[config.mk]
export PLATFORM = sky130hd
export DESIGN_NAME = session_replay_guard_watchdog
export DESIGN_NICKNAME = d
export VERILOG_FILES = /design/src/rtl/srg_pkg.sv /design/src/rtl/srg_cell.sv /design/src/rtl/srg_cfg.sv /design/src/rtl/session_replay_guard_watchdog.sv
export SDC_FILE = /design/constraint.sdc
export NUM_CORES = 2
export LEC_CHECK = 0
export ABC_AREA = 1
export BUFFER_PORTS_ARGS = -buffer_cell sky130_fd_sc_hd__buf_2
export CORE_AREA = 2 2 411 311
export CTS_CLUSTER_DIAMETER = 80
export CTS_CLUSTER_SIZE = 30
export DETAILED_ROUTE_END_ITERATION = 10
export DIE_AREA = 0 0 413 313
export GPL_ROUTABILITY_DRIVEN = 0
export HOLD_SLACK_MARGIN = 0.06
export PLACE_DENSITY_LB_ADDON = 0.05
export SYNTH_ARGS = -nofsm -noshare
export SYNTH_HDL_FRONTEND = slang
export SYNTH_HIERARCHICAL = 1
export SYNTH_SLANG_ARGS = --single-unit
[constraint.sdc]
create_clock -name clk -period 58.5 [get_ports clk]
set_clock_uncertainty 0.2 [all_clocks]
set_input_delay 11.7 -clock clk [delete_from_list [all_inputs] [get_ports clk]]
set_output_delay 11.7 -clock clk [all_outputs]
set_load 0.05 [all_outputs]
[src/rtl/srg_pkg.sv]
package srg_pkg;

	localparam int RETIRED_DEPTH_DEF = 8;

	localparam int PADDR_W = 5;
	localparam int PDATA_W = 64;

	localparam logic       MODE_PACKET = 1'b0;
	localparam logic       MODE_QUERY  = 1'b1;

	localparam logic [2:0] RC_OK        = 3'd0;
	localparam logic [2:0] RC_DECODE    = 3'd1;
	localparam logic [2:0] RC_FIRST_SEQ = 3'd2;
	localparam logic [2:0] RC_RETIRED   = 3'd3;
	localparam logic [2:0] RC_REPLAY    = 3'd4;
	localparam logic [2:0] RC_REGRESS   = 3'd5;

	localparam logic [1:0] REG_TIMEOUT    = 2'd0;
	localparam logic [1:0] REG_POSE_MASK  = 2'd1;
	localparam logic [1:0] REG_INPUT_MASK = 2'd2;

	localparam logic [63:0] TIMEOUT_RST    = 64'd100000000;
	localparam logic [15:0] POSE_MASK_RST  = 16'd15;
	localparam logic [15:0] INPUT_MASK_RST = 16'd17;

	typedef struct packed {
		logic        mode;
		logic        decode_ok;
		logic [63:0] session_id;
		logic [31:0] sequence_req;
		logic        is_heartbeat;
		logic        hand;
		logic [63:0] source_time;
		logic [63:0] time_now;
		logic [15:0] state_flags;
	} item_t;

	typedef struct packed {
		logic [2:0]  result_code;
		logic        stale;
		logic        state_known;
		logic [15:0] flags_out;
		logic [63:0] hand_time_out;
		logic        pose_publishable;
		logic        input_publishable;
		logic [63:0] current_session;
	} result_t;

	typedef struct packed {
		logic [63:0] watchdog_timeout;
		logic [15:0] pose_required_mask;
		logic [15:0] input_required_mask;
	} cfg_t;

endpackage

[src/rtl/srg_cell.sv]
module srg_cell
	import srg_pkg::*;
(
	input  logic        clk,
	input  logic        load,
	input  logic [63:0] sid,
	input  logic        occupied,
	input  logic        shift,
	input  logic [63:0] shift_in,
	output logic [63:0] entry,
	output logic        match
);

	logic [63:0] entry_q;
	logic        match_s1;

	// compare is registered at accept; the ring only moves at commit
	always_ff @(posedge clk) begin
		if (load) begin
			match_s1 <= occupied && (entry_q == sid);
		end
		if (shift) begin
			entry_q <= shift_in;
		end
	end

	assign entry = entry_q;
	assign match = match_s1;

endmodule

[src/rtl/srg_cfg.sv]
module srg_cfg
	import srg_pkg::*;
(
	input  logic               clk,
	input  logic               arst_n,
	input  logic               psel,
	input  logic               penable,
	input  logic               pwrite,
	input  logic [PADDR_W-1:0] paddr,
	input  logic [PDATA_W-1:0] pwdata,
	output logic [PDATA_W-1:0] prdata,
	output logic               pready,
	output cfg_t               cfg
);

	cfg_t       cfg_q;
	logic [1:0] reg_idx;
	logic       wr_en;

	assign reg_idx = paddr[4:3];
	assign pready  = 1'b1;
	assign wr_en   = psel && penable && pwrite;

	always_ff @(posedge clk or negedge arst_n) begin
		if (!arst_n) begin
			cfg_q.watchdog_timeout    <= TIMEOUT_RST;
			cfg_q.pose_required_mask  <= POSE_MASK_RST;
			cfg_q.input_required_mask <= INPUT_MASK_RST;
		end else if (wr_en) begin
			case (reg_idx)
				REG_TIMEOUT:    cfg_q.watchdog_timeout    <= pwdata;
				REG_POSE_MASK:  cfg_q.pose_required_mask  <= pwdata[15:0];
				REG_INPUT_MASK: cfg_q.input_required_mask <= pwdata[15:0];
				default: ;
			endcase
		end
	end

	always_comb begin
		case (reg_idx)
			REG_TIMEOUT:    prdata = cfg_q.watchdog_timeout;
			REG_POSE_MASK:  prdata = {48'd0, cfg_q.pose_required_mask};
			REG_INPUT_MASK: prdata = {48'd0, cfg_q.input_required_mask};
			default:        prdata = '0;
		endcase
	end

	assign cfg = cfg_q;

endmodule

[src/rtl/session_replay_guard_watchdog.sv]
// Item and ring compare are registered at acceptance; checks and state update follow as
// the evaluation completes. The input stalls while an item is evaluated, so a new item
// is not taken before the last result is registered, and a stalled result holds the
// evaluation until the output register frees up.
// Reset (arst_n low, asynchronous): session state, fill count and handshakes cleared,
// registers back to timeout 100000000, pose mask 15, input mask 17; ring entries not reset.
module session_replay_guard_watchdog
	import srg_pkg::*;
#(
	parameter int RETIRED_DEPTH = RETIRED_DEPTH_DEF
) (
	input  logic               clk,
	input  logic               arst_n,
	input  logic               item_valid,
	output logic               item_stall,
	input  item_t              item,
	output logic               result_valid,
	input  logic               result_stall,
	output result_t            result,
	input  logic               psel,
	input  logic               penable,
	input  logic               pwrite,
	input  logic [PADDR_W-1:0] paddr,
	input  logic [PDATA_W-1:0] pwdata,
	output logic [PDATA_W-1:0] prdata,
	output logic               pready
);

	localparam int CNT_W = $clog2(RETIRED_DEPTH + 1);

	localparam logic ST_IDLE = 1'b0;
	localparam logic ST_EVAL = 1'b1;

	cfg_t cfg;

	logic        state_q;
	item_t       item_s1;
	logic        accept;
	logic        done;
	logic        commit;
	logic        retire;

	logic        session_valid_q;
	logic [63:0] active_q;
	logic [31:0] last_seq_q;
	logic [63:0] hb_time_q;
	logic [63:0] hand_time_q [2];
	logic [15:0] hand_flags_q [2];
	logic [1:0]  hand_seen_q;
	logic [63:0] arrival_q;
	logic [CNT_W-1:0] count_q;

	result_t     result_q;
	logic        result_valid_q;

	logic [63:0] chain [RETIRED_DEPTH+1];
	logic [RETIRED_DEPTH-1:0] match_vec;

	logic        fresh;
	logic        hit;
	logic [63:0] prior;
	logic [2:0]  rcode;
	logic [63:0] age;
	logic        stale;
	logic [15:0] flags;
	logic        seen;
	result_t     res;

	srg_cfg u_cfg (
		.clk     (clk),
		.arst_n  (arst_n),
		.psel    (psel),
		.penable (penable),
		.pwrite  (pwrite),
		.paddr   (paddr),
		.pwdata  (pwdata),
		.prdata  (prdata),
		.pready  (pready),
		.cfg     (cfg)
	);

	assign item_stall = (state_q == ST_EVAL);
	assign accept     = item_valid && !item_stall;
	assign done       = (state_q == ST_EVAL) && (!result_valid_q || !result_stall);

	// newest retired session enters at cell 0, oldest falls off the end
	assign chain[0] = active_q;

	for (genvar k = 0; k < RETIRED_DEPTH; k++) begin : g_cell
		srg_cell u_cell (
			.clk      (clk),
			.load     (accept),
			.sid      (item.session_id),
			.occupied (CNT_W'(k) < count_q),
			.shift    (retire),
			.shift_in (chain[k]),
			.entry    (chain[k+1]),
			.match    (match_vec[k])
		);
	end

	always_comb begin
		fresh = !session_valid_q || (item_s1.session_id != active_q);
		hit   = |match_vec;
		prior = item_s1.is_heartbeat ? hb_time_q : hand_time_q[item_s1.hand];

		if (!item_s1.decode_ok) begin
			rcode = RC_DECODE;
		end else if (fresh && (item_s1.sequence_req != 32'd0)) begin
			rcode = RC_FIRST_SEQ;
		end else if (fresh && hit) begin
			rcode = RC_RETIRED;
		end else if (!fresh && (item_s1.sequence_req <= last_seq_q)) begin
			rcode = RC_REPLAY;
		end else if (!fresh && (item_s1.source_time < prior)) begin
			rcode = RC_REGRESS;
		end else begin
			rcode = RC_OK;
		end

		age   = item_s1.time_now - arrival_q;
		stale = !session_valid_q || (item_s1.time_now < arrival_q)
			|| (age >= cfg.watchdog_timeout);
		flags = hand_flags_q[item_s1.hand];
		seen  = hand_seen_q[item_s1.hand];

		res = '0;
		if (item_s1.mode == MODE_QUERY) begin
			res.result_code = RC_OK;
			res.stale       = stale;
			res.state_known = seen;
			if (!stale) begin
				res.flags_out         = flags;
				res.hand_time_out     = hand_time_q[item_s1.hand];
				res.pose_publishable  = seen &&
					((flags & cfg.pose_required_mask) == cfg.pose_required_mask);
				res.input_publishable = seen &&
					((flags & cfg.input_required_mask) == cfg.input_required_mask);
			end
			res.current_session = active_q;
		end else begin
			res.result_code     = rcode;
			res.current_session = (rcode == RC_OK) ? item_s1.session_id : active_q;
		end
	end

	assign commit = done && (item_s1.mode == MODE_PACKET) && (rcode == RC_OK);
	assign retire = commit && fresh && session_valid_q;

	always_ff @(posedge clk) begin
		if (accept) begin
			item_s1 <= item;
		end
		if (done) begin
			result_q <= res;
		end
	end

	always_ff @(posedge clk or negedge arst_n) begin
		if (!arst_n) begin
			state_q        <= ST_IDLE;
			result_valid_q <= 1'b0;
		end else begin
			case (state_q)
				ST_IDLE: if (accept) state_q <= ST_EVAL;
				ST_EVAL: if (done)   state_q <= ST_IDLE;
				default:             state_q <= ST_IDLE;
			endcase
			if (done) begin
				result_valid_q <= 1'b1;
			end else if (!result_stall) begin
				result_valid_q <= 1'b0;
			end
		end
	end

	always_ff @(posedge clk or negedge arst_n) begin
		if (!arst_n) begin
			session_valid_q <= 1'b0;
			active_q        <= '0;
			last_seq_q      <= '0;
			hb_time_q       <= '0;
			hand_time_q[0]  <= '0;
			hand_time_q[1]  <= '0;
			hand_flags_q[0] <= '0;
			hand_flags_q[1] <= '0;
			hand_seen_q     <= '0;
			arrival_q       <= '0;
			count_q         <= '0;
		end else if (commit) begin
			if (retire && (count_q != CNT_W'(RETIRED_DEPTH))) begin
				count_q <= count_q + CNT_W'(1);
			end
			session_valid_q <= 1'b1;
			active_q        <= item_s1.session_id;
			last_seq_q      <= item_s1.sequence_req;
			arrival_q       <= item_s1.time_now;
			if (fresh) begin
				// new session: per-session state starts over, then this packet applies
				hb_time_q       <= '0;
				hand_time_q[0]  <= '0;
				hand_time_q[1]  <= '0;
				hand_flags_q[0] <= '0;
				hand_flags_q[1] <= '0;
				hand_seen_q     <= '0;
			end
			if (item_s1.is_heartbeat) begin
				hb_time_q <= item_s1.source_time;
			end else begin
				hand_time_q[item_s1.hand]  <= item_s1.source_time;
				hand_flags_q[item_s1.hand] <= item_s1.state_flags;
				hand_seen_q[item_s1.hand]  <= 1'b1;
			end
		end
	end

	assign result_valid = result_valid_q;
	assign result       = result_q;

endmodule
==> reports/qor.csv <==
stage,metric,value,unit
status,run status,"complete, no violations",
floorplan,die width,413,um
worst_hold_path,hold path start,active_q[11],
global_routing,antenna violations before repair,21,
synthesis,Yosys top cell by area,edfxtp_1,
job,max-cap violations,0,
finish,layout cells sized above 1,10.1,%
clock_network,clk sinks,1404,
synthesis,main combinational cell family by area after synthesis,simple AND/OR/NAND/NOR gates,
sta,Fin Setup TNS,0,ns
synthesis,register bit total from synthesis,1404,
setup_path,Worst Setup Start Kind,primary input,
synthesis,largest cells by area after synthesis,"edfxtp_1, dfrtp_1, nand2_1, inv_1, ha_1",
sta,RSZ-0062 raised after global routing,no,
sta,Hold Fails Final Rpt,0,
synthesis,"EDFF count, synth",915,
clock_network,Worst-Skew Late Latency,0.74,ns
synthesis,most frequent cell after synthesis,nand2_1,
synthesis,Synth Flop Type,edfxtp_1,
sta,fin crit period,25.07,ns
setup_path,Crit Reg-Reg Startpoint,item_s1[144],
drt,drt total wl,186,mm
synthesis,register area share after synthesis,58.0,%
finish,final cell utilization of the core,59.4,%
global_routing,GR Overflow Total,0,
setup_path,Worst EP required,46.60,ns
pwr,LEAKAGE,33.8,nW
clock_network,cts repair resizes,0,
global_routing,vias in the first global route,47900,
drt,Final ANT Viol Nets,0,
clock_network,Num CTS Buffers,56,
synthesis,Synth Area in Simple Gates,18.7,%
synthesis,Mean Syn Cell Area,9.16,sq um
floorplan,Die Area,0.129,sq mm
pwr,VDD IR-drop max,0.0236,mV
sta,Slew HR,20.8,%
global_routing,GRT Total Usage,28.4,%
clock_network,Root Buffer,clkbuf_16,
clock_network,TritonCTS clock tree,built,
sta,"Slew Viols, Final",0,
drt,drt wl/cell,19.2,um
synthesis,post-synthesis xor/xnor area fraction,3.06,%
clock_network,H-tree lvl count,2,
drt,Iter 0 DRT Violations,4836,
place,PortBufs,533,
synthesis,YS warnings,6,
synthesis,"Distinct cells, synth",60,
global_routing,largest net degree at the start of global routing,202,
worst_hold_path,Hold Crit Class,register to register,
synthesis,post-synthesis compound-gate area fraction,7.91,%
floorplan,FP Rows,113,
synthesis,Synth top area share,40.1,%
sta,fmax,39.9,MHz
clock_network,post-cts hold buffer count,0,
sta,Tcrit/Tclk final,42.9,%
clock_network,Clock Pin Slew Worst Setup and Hold Paths,0.11,ns
synthesis,Adder-Cell Fraction of Synth Area,4.14,%
finish,# nets final,8481,
synthesis,Cells after Synth,7483,
synthesis,post-synthesis mux area share,0.131,%
pwr,PD cells,25.3,mW/mm^2
sta,slew at the pin closest to its max-slew limit,1.18,ns
floorplan,die height,313,um
synthesis,Async SR Flop Fraction,34.8,%
setup_path,worst-path fanout max,49,
global_routing,first-pass GRT wire length,281,mm
drt,vias per cell,5.29,
setup_path,Critical Path Start,paddr[3],
synthesis,most frequent cells after synthesis,"nand2_1, inv_1, edfxtp_1",
clock_network,setup bufs post-CTS,0,
drt,DRC,0,
finish,Multi-input gate area,0.0233,sq mm
finish,P&R area growth vs syn,8.80,%
synthesis,Post-Synthesis Cell Area,0.0685,sq mm
setup_path,crit end category,output port,
drt,drt first pass iters,6,
sta,Final Setup Violations,0,
pwr,total power draw,1.89,mW
floorplan,Initial Utilization,54.6,%
place,placed cells,9544,
finish,register area,0.0397,sq mm
finish,Finished Layout Cells,9657,
synthesis,Syn Nets,8029,
setup_path,Setup Crit Path Kind,primary input to output port,
drt,vias,51100,
place,HPWL Detailed,135,mm
floorplan,Ports,538,
finish,filler instances,10900,
floorplan,core footprint,0.126,sq mm
clock_network,CTS max path bufs,3,
setup_path,arrival time worst endpoint,13.17,ns
layer usage:
metal	routed length, um	share of wire, %	global-route usage [%]	vias up
met5	124	0.067	0	-
met4	6120	3.3	8.98	16
met3	13400	7.2	4.20	308
met2	85000	46	45.0	1745
met1	81100	44	40.6	24000
li1	-	-	-	25000
state kept, by name, summed over array words and instances (netlist names):
name                 flops
g_cell.u_cell/entry    512
item_s1                244
result                 151
hand_time_q            128
u_cfg/cfg               96
active_q                64
arrival_q               64
hb_time_q               64
hand_flags_q            32
last_seq_q              32
g_cell.u_cell/match      8
count_q                  4
hand_seen_q              2
item_stall               1
result_valid             1
session_valid_q          1
logic make-up (layout without fill, tap and decap cells):
logic type | count (synthesis) | in the layout
AO/OA/AOI/OAI | 1012 | 1012
XOR/XNOR | 239 | 239
adder cells (fa/ha/maj) | 226 | 226
buffers and inverters | 1414 | 1914
flip-flops | 1404 | 1404
multiplexers | 9 | 9
other | 1 | 8
AND/OR/NAND/NOR | 3178 | 3178
critical path: stages:
cell and delay (ns):
buf_2 0.13, inv_2 0.07, nand2_2 0.49, nor2_1 0.44, buf_2 0.33
report_power, final:
part	leakage, nW	internal [mW]	switching [mW]	total (mW)
Clock	0.844	0.196	0.317	0.513
Sequential	12.2	1.10	0.0309	1.13
Combinational	20.7	0.0667	0.180	0.247
Total	33.8	1.36	0.528	1.89
cell type report:
| class | count | area share [%] |
|---|---|---|
| sequential | 1404 | 53.3 |
| multi-input combinational | 4665 | 31.2 |
| inverter | 1238 | 6.26 |
| timing repair buffer | 570 | 4.00 |
| tap | 1667 | 2.80 |
| clock buffer | 86 | 2.09 |
| clock inverter | 20 | 0.284 |
| antenna | 7 | 0.0235 |
metrics by stage:
step | hold WS [ns] | area (sq um) | setup slack [ns]
after floorplan | 0.225 | 68500 | 23.25
after global placement | 0.229 | 72800 | 33.43
after detailed placement | 0.231 | 72800 | 33.37
after CTS | 0.259 | 74500 | 33.37
after global routing | 0.274 | 74500 | 33.28
final | 0.259 | 74500 | 33.43
layout by cell type, fill, tap and decap left out, types with 100 or more instances in the layout:
| cell | synthesis | layout |
|---|---|---|
| a21oi_1 | 180 | 180 |
| buf_2 | 47 | 532 |
| dfrtp_1 | 471 | 471 |
| edfxtp_1 | 915 | 915 |
| ha_1 | 225 | 225 |
| inv_1 | 1160 | 1156 |
| nand2_1 | 2208 | 2206 |
| nand3_1 | 197 | 197 |
| nand4_1 | 100 | 100 |
| nor2_1 | 528 | 526 |
| o21ai_0 | 551 | 551 |
| xnor2_1 | 152 | 152 |
worst paths after layout:
| path | endpoint | slack [ns] | depth (start not counted) |
|---|---|---|---|
| min reg2reg | g_cell[0].u_cell/entry[11] | 0.26 | 0 |
| max reg2reg | g_cell[7].u_cell/entry[7] | 49.86 | 23 |
| min in group asynchronous | u_cfg/cfg[59] | 10.75 | 1 |
| min | g_cell[0].u_cell/entry[11] | 0.26 | 0 |
| max | prdata[60] | 33.43 | 5 |
| max in group asynchronous | hb_time_q[42] | 44.32 | 4 |
Note: power is estimated with default switching activity, not from simulation.
